### config.mk
export PLATFORM = sky130hd
export DESIGN_NAME = stall_compensated_time_base
export DESIGN_NICKNAME = d
export VERILOG_FILES = /design/src/rtl/core/stcb_pkg.sv /design/src/rtl/core/stall_compensated_time_base.sv /design/src/rtl/core/stcb_in_stage.sv /design/src/rtl/core/stcb_core.sv
export SDC_FILE = /design/constraint.sdc
export NUM_CORES = 2
export LEC_CHECK = 0
export BUFFER_PORTS_ARGS = -buffer_cell sky130_fd_sc_hd__buf_4
export CAP_MARGIN = 10
export CORE_MARGIN = 10
export CORE_UTILIZATION = 25
export CTS_BUF_LIST = sky130_fd_sc_hd__clkbuf_8
export DETAILED_ROUTE_END_ITERATION = 6
export GPL_ROUTABILITY_DRIVEN = 0
export PLACE_DENSITY_LB_ADDON = 0.3
export SLEW_MARGIN = 20
export SYNTH_ARGS = -nofsm -noshare
export SYNTH_HDL_FRONTEND = slang
export SYNTH_SLANG_ARGS = --single-unit
### constraint.sdc
create_clock -name clk -period 19.42 [get_ports clk]
set_clock_uncertainty 0.05 [all_clocks]
set_input_delay 5.826 -clock clk [delete_from_list [all_inputs] [get_ports clk]]
set_output_delay 5.826 -clock clk [all_outputs]
set_load 0.02 [all_outputs]
### src/rtl/core/stcb_pkg.sv
// ----------------------------------------------------------------------------
// stcb_pkg
// Shared types and constants for the stall-compensated time base.
// ----------------------------------------------------------------------------
`default_nettype none

package stcb_pkg;

    localparam int unsigned TIME_W = 64;
    localparam int unsigned THR_W  = 32;

    localparam logic [THR_W-1:0] THRESHOLD_RESET = 32'd100000000;

    typedef struct packed {
        logic [TIME_W-1:0] sys_time;
        logic [TIME_W-1:0] src_time;
    } item_t;

    typedef struct packed {
        logic [TIME_W-1:0] time_value;
        logic              non_monotonic;
        logic              stalled;
    } result_t;

    // handshake between the input register and the core
    typedef struct packed {
        logic valid;
        logic take;
    } stage_hs_t;

endpackage

`default_nettype wire

### src/rtl/core/stall_compensated_time_base.sv
// ----------------------------------------------------------------------------
// stall_compensated_time_base
// Compensated time from a wrapped source that may stall or step back.
// ----------------------------------------------------------------------------
//  channel  | handshake               | payload
//  ---------+-------------------------+-------------------------------------
//  input    | in_valid / in_stall     | sys_time, src_time
//  output   | out_valid / out_stall   | time_value, non_monotonic, stalled
//  config   | cfg_wr_en               | cfg_wr_data (stall threshold, ns)
//
//  one query per cycle while out_stall stays low; a query passes through the
//  input register, then the result register. offset state updates when a query
//  moves from the input register to the result register; that loop sets the rate
//  reset: threshold 100000000 ns, all offsets and history zero
//  a held result stops the core; the input register holds one more query,
//  then in_stall rises
// ----------------------------------------------------------------------------
`default_nettype none

module stall_compensated_time_base (
    input  wire logic        clk,
    input  wire logic        rst_n,
    input  wire logic        in_valid,
    output logic             in_stall,
    input  wire logic [63:0] sys_time,
    input  wire logic [63:0] src_time,
    output logic             out_valid,
    input  wire logic        out_stall,
    output logic [63:0]      time_value,
    output logic             non_monotonic,
    output logic             stalled,
    input  wire logic        cfg_wr_en,
    input  wire logic [31:0] cfg_wr_data
);

    logic [stcb_pkg::THR_W-1:0] thr_reg;
    stcb_pkg::item_t            in_item;
    stcb_pkg::item_t            s1_item;
    logic                       s1_valid;
    stcb_pkg::stage_hs_t        hs;
    stcb_pkg::result_t          result;

    always_ff @(posedge clk or negedge rst_n)
    begin
        if (!rst_n)
        begin
            thr_reg <= stcb_pkg::THRESHOLD_RESET;
        end
        else if (cfg_wr_en)
        begin
            thr_reg <= cfg_wr_data;
        end
    end

    assign in_item = '{sys_time: sys_time, src_time: src_time};

    stcb_in_stage u_in_stage (
        .clk      (clk),
        .rst_n    (rst_n),
        .in_valid (in_valid),
        .in_stall (in_stall),
        .in_item  (in_item),
        .take     (hs.take),
        .s1_valid (s1_valid),
        .s1_item  (s1_item)
    );

    stcb_core u_core (
        .clk       (clk),
        .rst_n     (rst_n),
        .threshold (thr_reg),
        .s1_item   (s1_item),
        .hs        (hs),
        .s1_valid  (s1_valid),
        .out_stall (out_stall),
        .out_valid (out_valid),
        .result    (result)
    );

    assign time_value    = result.time_value;
    assign non_monotonic = result.non_monotonic;
    assign stalled       = result.stalled;

endmodule

`default_nettype wire

### src/rtl/core/stcb_in_stage.sv
// ----------------------------------------------------------------------------
// stcb_in_stage
// Input register: holds one query until the core takes it.
// ----------------------------------------------------------------------------
`default_nettype none

module stcb_in_stage (
    input  wire logic            clk,
    input  wire logic            rst_n,
    input  wire logic            in_valid,
    output logic                 in_stall,
    input  wire stcb_pkg::item_t in_item,
    input  wire logic            take,
    output logic                 s1_valid,
    output stcb_pkg::item_t      s1_item
);

    logic            valid_reg;
    logic            valid_next;
    stcb_pkg::item_t item_reg;
    logic            load;

    assign in_stall = valid_reg && !take;
    assign load     = in_valid && !in_stall;

    always_comb
    begin
        valid_next = valid_reg;
        if (load)
        begin
            valid_next = 1'b1;
        end
        else if (take)
        begin
            valid_next = 1'b0;
        end
    end

    always_ff @(posedge clk or negedge rst_n)
    begin
        if (!rst_n)
        begin
            valid_reg <= 1'b0;
        end
        else
        begin
            valid_reg <= valid_next;
        end
    end

    always_ff @(posedge clk)
    begin
        if (load)
        begin
            item_reg <= in_item;
        end
    end

    assign s1_valid = valid_reg;
    assign s1_item  = item_reg;

endmodule

`default_nettype wire

### src/rtl/core/stcb_core.sv
// ----------------------------------------------------------------------------
// stcb_core
// Offset state, per-query compensation and the result register.
// Keeps ro+so, ro+pw+so and ro+pw-pst so each output value needs at most one add.
// ----------------------------------------------------------------------------
`default_nettype none

module stcb_core (
    input  wire logic                        clk,
    input  wire logic                        rst_n,
    input  wire logic [stcb_pkg::THR_W-1:0]  threshold,
    input  wire stcb_pkg::item_t             s1_item,
    output stcb_pkg::stage_hs_t              hs,
    input  wire logic                        s1_valid,
    input  wire logic                        out_stall,
    output logic                             out_valid,
    output stcb_pkg::result_t                result
);

    localparam int unsigned W = stcb_pkg::TIME_W;

    // sum terms: a = ro+so, c = ro+pw+so, d = ro+pw-pst
    logic [W-1:0] a_reg, a_next;
    logic [W-1:0] c_reg, c_next;
    logic [W-1:0] d_reg, d_next;
    logic [W-1:0] pw_reg;
    logic         pw_valid_reg;
    logic [W-1:0] pst_reg, pst_next;
    logic [W-1:0] po_reg;
    logic         po_valid_reg;
    logic         out_valid_reg;
    stcb_pkg::result_t result_reg;

    logic [W-1:0] sys;
    logic [W-1:0] wr;
    logic [W-1:0] gap;
    logic         exceeds;
    logic         stalled_c;
    logic [W-1:0] value;
    logic         nonmono;
    logic         take;

    assign sys = s1_item.sys_time;
    assign wr  = s1_item.src_time;

    assign take = s1_valid && (!out_valid_reg || !out_stall);
    assign hs   = '{valid: s1_valid, take: take};

    assign stalled_c = pw_valid_reg && (wr <= pw_reg);
    assign gap       = sys - pst_reg;
    assign exceeds   = !gap[W-1] && (gap > {{(W-stcb_pkg::THR_W){1'b0}}, threshold});

    always_comb
    begin
        a_next   = a_reg;
        d_next   = d_reg;
        pst_next = pst_reg;
        priority if (stalled_c && exceeds)
        begin
            value  = d_reg + sys;
            a_next = d_reg + sys - wr;
        end
        else if (stalled_c)
        begin
            value  = c_reg;
            a_next = c_reg - wr;
        end
        else
        begin
            value    = wr + a_reg;
            d_next   = a_reg + wr - sys;
            pst_next = sys;
        end
        c_next  = value;
        nonmono = po_valid_reg && (value < po_reg);
    end

    always_ff @(posedge clk or negedge rst_n)
    begin
        if (!rst_n)
        begin
            a_reg         <= '0;
            c_reg         <= '0;
            d_reg         <= '0;
            pw_reg        <= '0;
            pw_valid_reg  <= 1'b0;
            pst_reg       <= '0;
            po_reg        <= '0;
            po_valid_reg  <= 1'b0;
            out_valid_reg <= 1'b0;
        end
        else
        begin
            if (take)
            begin
                a_reg        <= a_next;
                c_reg        <= c_next;
                d_reg        <= d_next;
                pw_reg       <= wr;
                pw_valid_reg <= 1'b1;
                pst_reg      <= pst_next;
                if (!nonmono)
                begin
                    po_reg       <= value;
                    po_valid_reg <= 1'b1;
                end
                out_valid_reg <= 1'b1;
            end
            else if (!out_stall)
            begin
                out_valid_reg <= 1'b0;
            end
        end
    end

    always_ff @(posedge clk)
    begin
        if (take)
        begin
            result_reg.time_value    <= value;
            result_reg.non_monotonic <= nonmono;
            result_reg.stalled       <= stalled_c;
        end
    end

    assign out_valid = out_valid_reg;
    assign result    = result_reg;

endmodule

`default_nettype wire

# Word-level counts from Yosys, hierarchy flattened

Cells that the tools add are included.

Input bits: 165
Logic and storage cells: 55
Output and inout bits: 68
Register bits: 614

Magnitude comparators: 3
Reductions and logical operators: 18
Mux-type cells: 8
Bitwise operators: 3
Eq/ne operators: 1
$add $sub $neg: 6

Operators with widths:

| cell                                           | number |
|---|---|
| two-way mux 64 bit                             | 4 |
| subtractor 64 bit                              | 4 |
| adder 64 bit                                   | 2 |
| > comparator 64 x 32 -> 1 bit                  | 1 |
| less-or-equal comparator 64 bit                | 1 |
| less-than comparator 64 bit                    | 1 |
| logical AND 1 bit                              | 7 |
| logical NOT 1 bit                              | 5 |
| two-way mux 1 bit                              | 4 |
| AND reduction 2 bit                            | 2 |
| nonzero test 2 bit                             | 2 |
| NOT 1 bit                                      | 3 |
| AND reduction 3 bit                            | 1 |
| != test 2 x 1 -> 1 bit (second input constant) | 1 |
| logical OR 1 bit                               | 1 |

# Depth between registers and ports, before layout

Depth after elaboration: 9
Depth in mapped cells: 46
Mapped depth without buffers: 42

# By module

From an unflattened synthesis, not the netlist that was laid out.

Cell total of the unflattened synthesis: 4,839
Area total of the unflattened synthesis: 44,503.9 um^2

By module, submodules not included:

| module                      | area an instance (um^2) | instances | cells each | seq. area each (um^2) |
|---|---|---|---|---|
| stcb_core                   | 39,242.6                | 1         | 4,638      | 11,666.2 |
| stcb_in_stage               | 3,901.2                 | 1         | 133        | 3,868.7 |
| stall_compensated_time_base | 1,360.1                 | 1         | 68         | 815.8 |

# Worst setup path after synthesis

OpenSTA, ideal clock, no wires.

Path kind: in2out
From: input out_stall
To: output in_stall
Buffers on the path: 0
Path slack: 7.469 ns
Required time: 13.544 ns
Stages on the path: 2
Arrival time: 6.075 ns
Cells stage by stage: nand3_1 -> inv_1

Longest elaborated chain between the ends: 5

RTL lines:

| what               | RTL line                          | source |
|---|---|---|
| start: declaration | stall_compensated_time_base.sv:28 | `input wire logic out_stall,` |
| logical NOT 1 bit  | stcb_core.sv:46                   | `assign take = s1_valid && (!out_valid_reg \|\| !out_stall);` |
| logical OR 1 bit   | stcb_core.sv:46                   |  |
| logical AND 1 bit  | stcb_core.sv:46                   |  |
| logical NOT 1 bit  | stcb_in_stage.sv:23               | `assign in_stall = valid_reg && !take;` |
| logical AND 1 bit  | stcb_in_stage.sv:23               |  |
| end: declaration   | stall_compensated_time_base.sv:24 | `output logic in_stall,` |

Every way passes these cells.

# Worst setup path in the final report

Ends and elaborated chain as after synthesis.

==> flow_summary_export.csv <==
group,metric,value,unit
hold_path,min_path_type,"reg -> reg",
clock_network,postCtsSetupBuffers,0,
floorplanning,die_w,443,um
finish,fillers,18927,
setup_path,crit_path_top_delay_cell,"buf_4",
placed_design,portBuffers,232,
sta,rsz0062_at_grt,"no",
setup_path,rrSetupSlack,8.04,ns
clock_network,path_clk_slew,0.06,ns
sta,min_period,12.13,ns
synth,syn_area,44700,um^2
synth,postSynth.asyncResetShare,68.4,%
floorplanning,die_h,443,um
drt,routed_via_density,4.79,
clock_network,cts_max_path_buffers,3,
power,ir_worst_vdd,0.0854,mV
synth,synth_edf_count,194,
setup_path,rr_startpoint,"u_in_stage.s1_item[68]",
synth,synth_cell_types,83,
clock_network,cts_buffers,120,
drt,wl,146000,um
drt,wl_per_cell,19.0,um
global_route,grt_pass1_vias,36606,
sta,finalHoldViolations,0,
finish,postLayoutCellArea,51400,um^2
placed_design,dp_slack,7.29,ns
global_route,grt_pass1_wl,222000,um
clock_network,postCtsHoldBufs,0,
drt,drc_errors,0,
finish,area_growth,15.1,%
synth,synth_seq_cells,614,
synth,synth_flop_cell,"dfrtp_1",
synth,syn_avg_cell_area,8.94,um^2
hold_path,min_from,"u_core.po_valid_reg",
setup_path,path_buf_inv,3,
power,power,10.4,mW
global_route,grt_usage,14.4,%
sta,holdWs,0.428,ns
floorplanning,placementRows,155,
sta,fmax,82.5,MHz
sta,setup_viol,0,
synth,synth_seq_area_share,36.6,%
drt,firstDrtPassIters,5,
finish,nets,5848,
sta,slew_headroom,20.4,%
setup_path,start_kind,"input port",
setup_path,endpoint_kind,"primary output",
finish,drive_above_1_share,11.6,%
placed_design,place_area,48800,um^2
floorplanning,initial_core_util,25.1,%
flow_run,cap_violations,0,
global_route,antenna_found_initial,3,
sta,tns,0,ns
setup_path,path_class,"in -> out",
setup_path,rr_worst_depth,40,
synth,yosys_warnings,0,
floorplanning,io_pins,233,
clock_network,cts_tree,"yes",
run_status,outcome,"completed",
global_route,grt_overflow,0,
synth,synth_nets,5638,
finish,largest_register_ffs,128,
setup_path,cp_data_arrival_time,6.25,ns
clock_network,clock_sinks,614,
drt,vias,36701,
sta,fin_ws,7.29,ns
setup_path,cpMostUsedCell,"buf_4",
global_route,grt_start_max_net_pins,144,
clock_network,h-tree-depth,3,
sta,fin_crit_sh,62.4,%
sta,worst_pin_slew,1.18,ns
setup_path,worst_r2r_endpoint,"u_core.a_reg[62]",
setup_path,path_delay_family,"buffers and inverters",
hold_path,hold_end,"u_core.po_valid_reg",
power,p_per_area,202,nW/um^2
synth,syn_inst,4994,
setup_path,path_cells,"buf_4 > nand3_1 > inv_1 > buf_4",
floorplanning,die_area,196000,um^2
setup_path,slowest_delay,0.15,ns
clock_network,cts_resized,0,
drt,drt_iter0_markers,2545,
setup_path,cp.required,13.54,ns
hold_path,min_path_cells,1,
placed_design,dpl.hpwl,113000,um
clock_network,worstSkewPairLatency,0.88,ns
drt,ant_nets,0,
clock_network,cts-root-buf,"clkbuf_8",
sta,drv_slew,0,
power,power.leakage,23.8,nW
floorplanning,core-area,178000,um^2
setup_path,path_max_fanout,3,
-- report_power, final --
part / switching, mW / internal, mW / total [mW]
sequential: 0.285 / 1.84 / 2.13
combinational: 4.08 / 2.77 / 6.85
clock: 0.653 / 0.759 / 1.41
-- per-stage QoR --
step,util [%],cells
after floorplan,-,4994
after global placement,27.4,7437
after detailed placement,27.4,7437
after CTS,28.9,7665
after global routing,28.9,7666
final,28.9,7667
-- routing by layer --
metal / GRT usage [%] / share of wire, %
met1: 19.3 / 47
met2: 23.5 / 45
met4: 5.83 / 3.9
met3: 1.81 / 3.8
met5: 0 / 0
-- synth_stat cells (17+ instances only) --
| cell type | n | area [um^2] |
|---|---|---|
| nand2_1 | 613 | 2300 |
| o21ai_0 | 526 | 2630 |
| ha_1 | 474 | 5930 |
| inv_1 | 463 | 1740 |
| dfrtp_1 | 408 | 10200 |
| a21oi_1 | 386 | 1930 |
| a21o_1 | 237 | 1780 |
| edfxtp_1 | 194 | 5830 |
| nor2_1 | 192 | 721 |
| xnor2_1 | 165 | 1450 |
| clkbuf_1 | 137 | 514 |
| xor2_1 | 111 | 972 |
| nand4_1 | 93 | 582 |
| nand3_1 | 78 | 390 |
| nand2b_1 | 72 | 450 |
| mux2_2 | 60 | 676 |
| o21bai_1 | 60 | 450 |
| nor2b_1 | 55 | 344 |
| mux2_4 | 47 | 706 |
| nor3_1 | 47 | 235 |
| o21a_1 | 46 | 345 |
| a31oi_1 | 39 | 244 |
| and3_1 | 33 | 206 |
| a211oi_1 | 32 | 240 |
| mux2i_1 | 32 | 320 |
| nor4_1 | 24 | 150 |
| o22ai_1 | 22 | 138 |
| o31ai_1 | 22 | 165 |
| or3_1 | 21 | 131 |
| buf_2 | 20 | 100 |
| o211ai_1 | 18 | 135 |
| and2_1 | 17 | 106 |
| or2_2 | 17 | 106 |
-- final cells by class --
| class | count | area, um^2 | area share (%) |
|---|---|---|---|
| multi-input cells | 3743 | 25800 | 50.2 |
| flip-flops and latches | 614 | 16400 | 31.8 |
| well taps | 2355 | 2950 | 5.73 |
| repair buffers | 262 | 2000 | 3.90 |
| clock buffers | 134 | 1840 | 3.59 |
| inverters | 463 | 1750 | 3.40 |
| clock inverters | 94 | 691 | 1.34 |
| diodes | 2 | 5.00 | 0.00974 |
-- cells by family (layout without fill, tap and decap cells) --
group                      Yosys count  in the layout  synth area share (%)
xor gates and xnor gates           277            277                  5.46
other                                0              2                     0
adders and majority gates          479            479                  13.5
muxes                              139            139                  3.81
AOI/OAI and AO/OA                 1552           1552                  21.4
DFF                                614            614                  36.6
and+or+nand+nor                   1296           1296                  13.5
buffers and inverters              637            953                  5.69
-- how the worst max path moves through the flow --
| stage | startpoint | endpoint | cells after the start |
|---|---|---|---|
| 6_report | out_stall | in_stall | 4 |
| 3_5_place_dp | out_stall | in_stall | 4 |
| 3_3_place_gp | out_stall | in_stall | 4 |
| 5_1_grt | out_stall | in_stall | 4 |
| 2_1_floorplan | out_stall | in_stall | 2 |
| 4_1_cts | out_stall | in_stall | 4 |
-- cell usage in the layout (no fill, tap or decap), types with 11 or more instances in the layout --
master / instances
a211o_1: 11
a211oi_1: 32
a21boi_0: 14
a21o_1: 237
a21oi_1: 385
a31oi_1: 39
and2_1: 16
and3_1: 33
buf_4: 258
clkbuf_8: 134
clkinv_1: 13
clkinv_2: 24
dfrtp_1: 408
dfstp_2: 12
edfxtp_1: 194
ha_1: 474
inv_1: 502
mux2_2: 60
mux2_4: 47
mux2i_1: 32
nand2_1: 610
nand2b_1: 72
nand3_1: 78
nand4_1: 93
nor2_1: 191
nor2b_1: 55
nor3_1: 47
nor4_1: 24
o211ai_1: 18
o21a_1: 45
o21ai_0: 526
o21bai_1: 60
o221a_2: 12
o22ai_1: 22
o31ai_1: 22
or2_2: 17
or3_1: 21
xnor2_1: 165
xor2_1: 111
(Power assumes the default switching activity.)
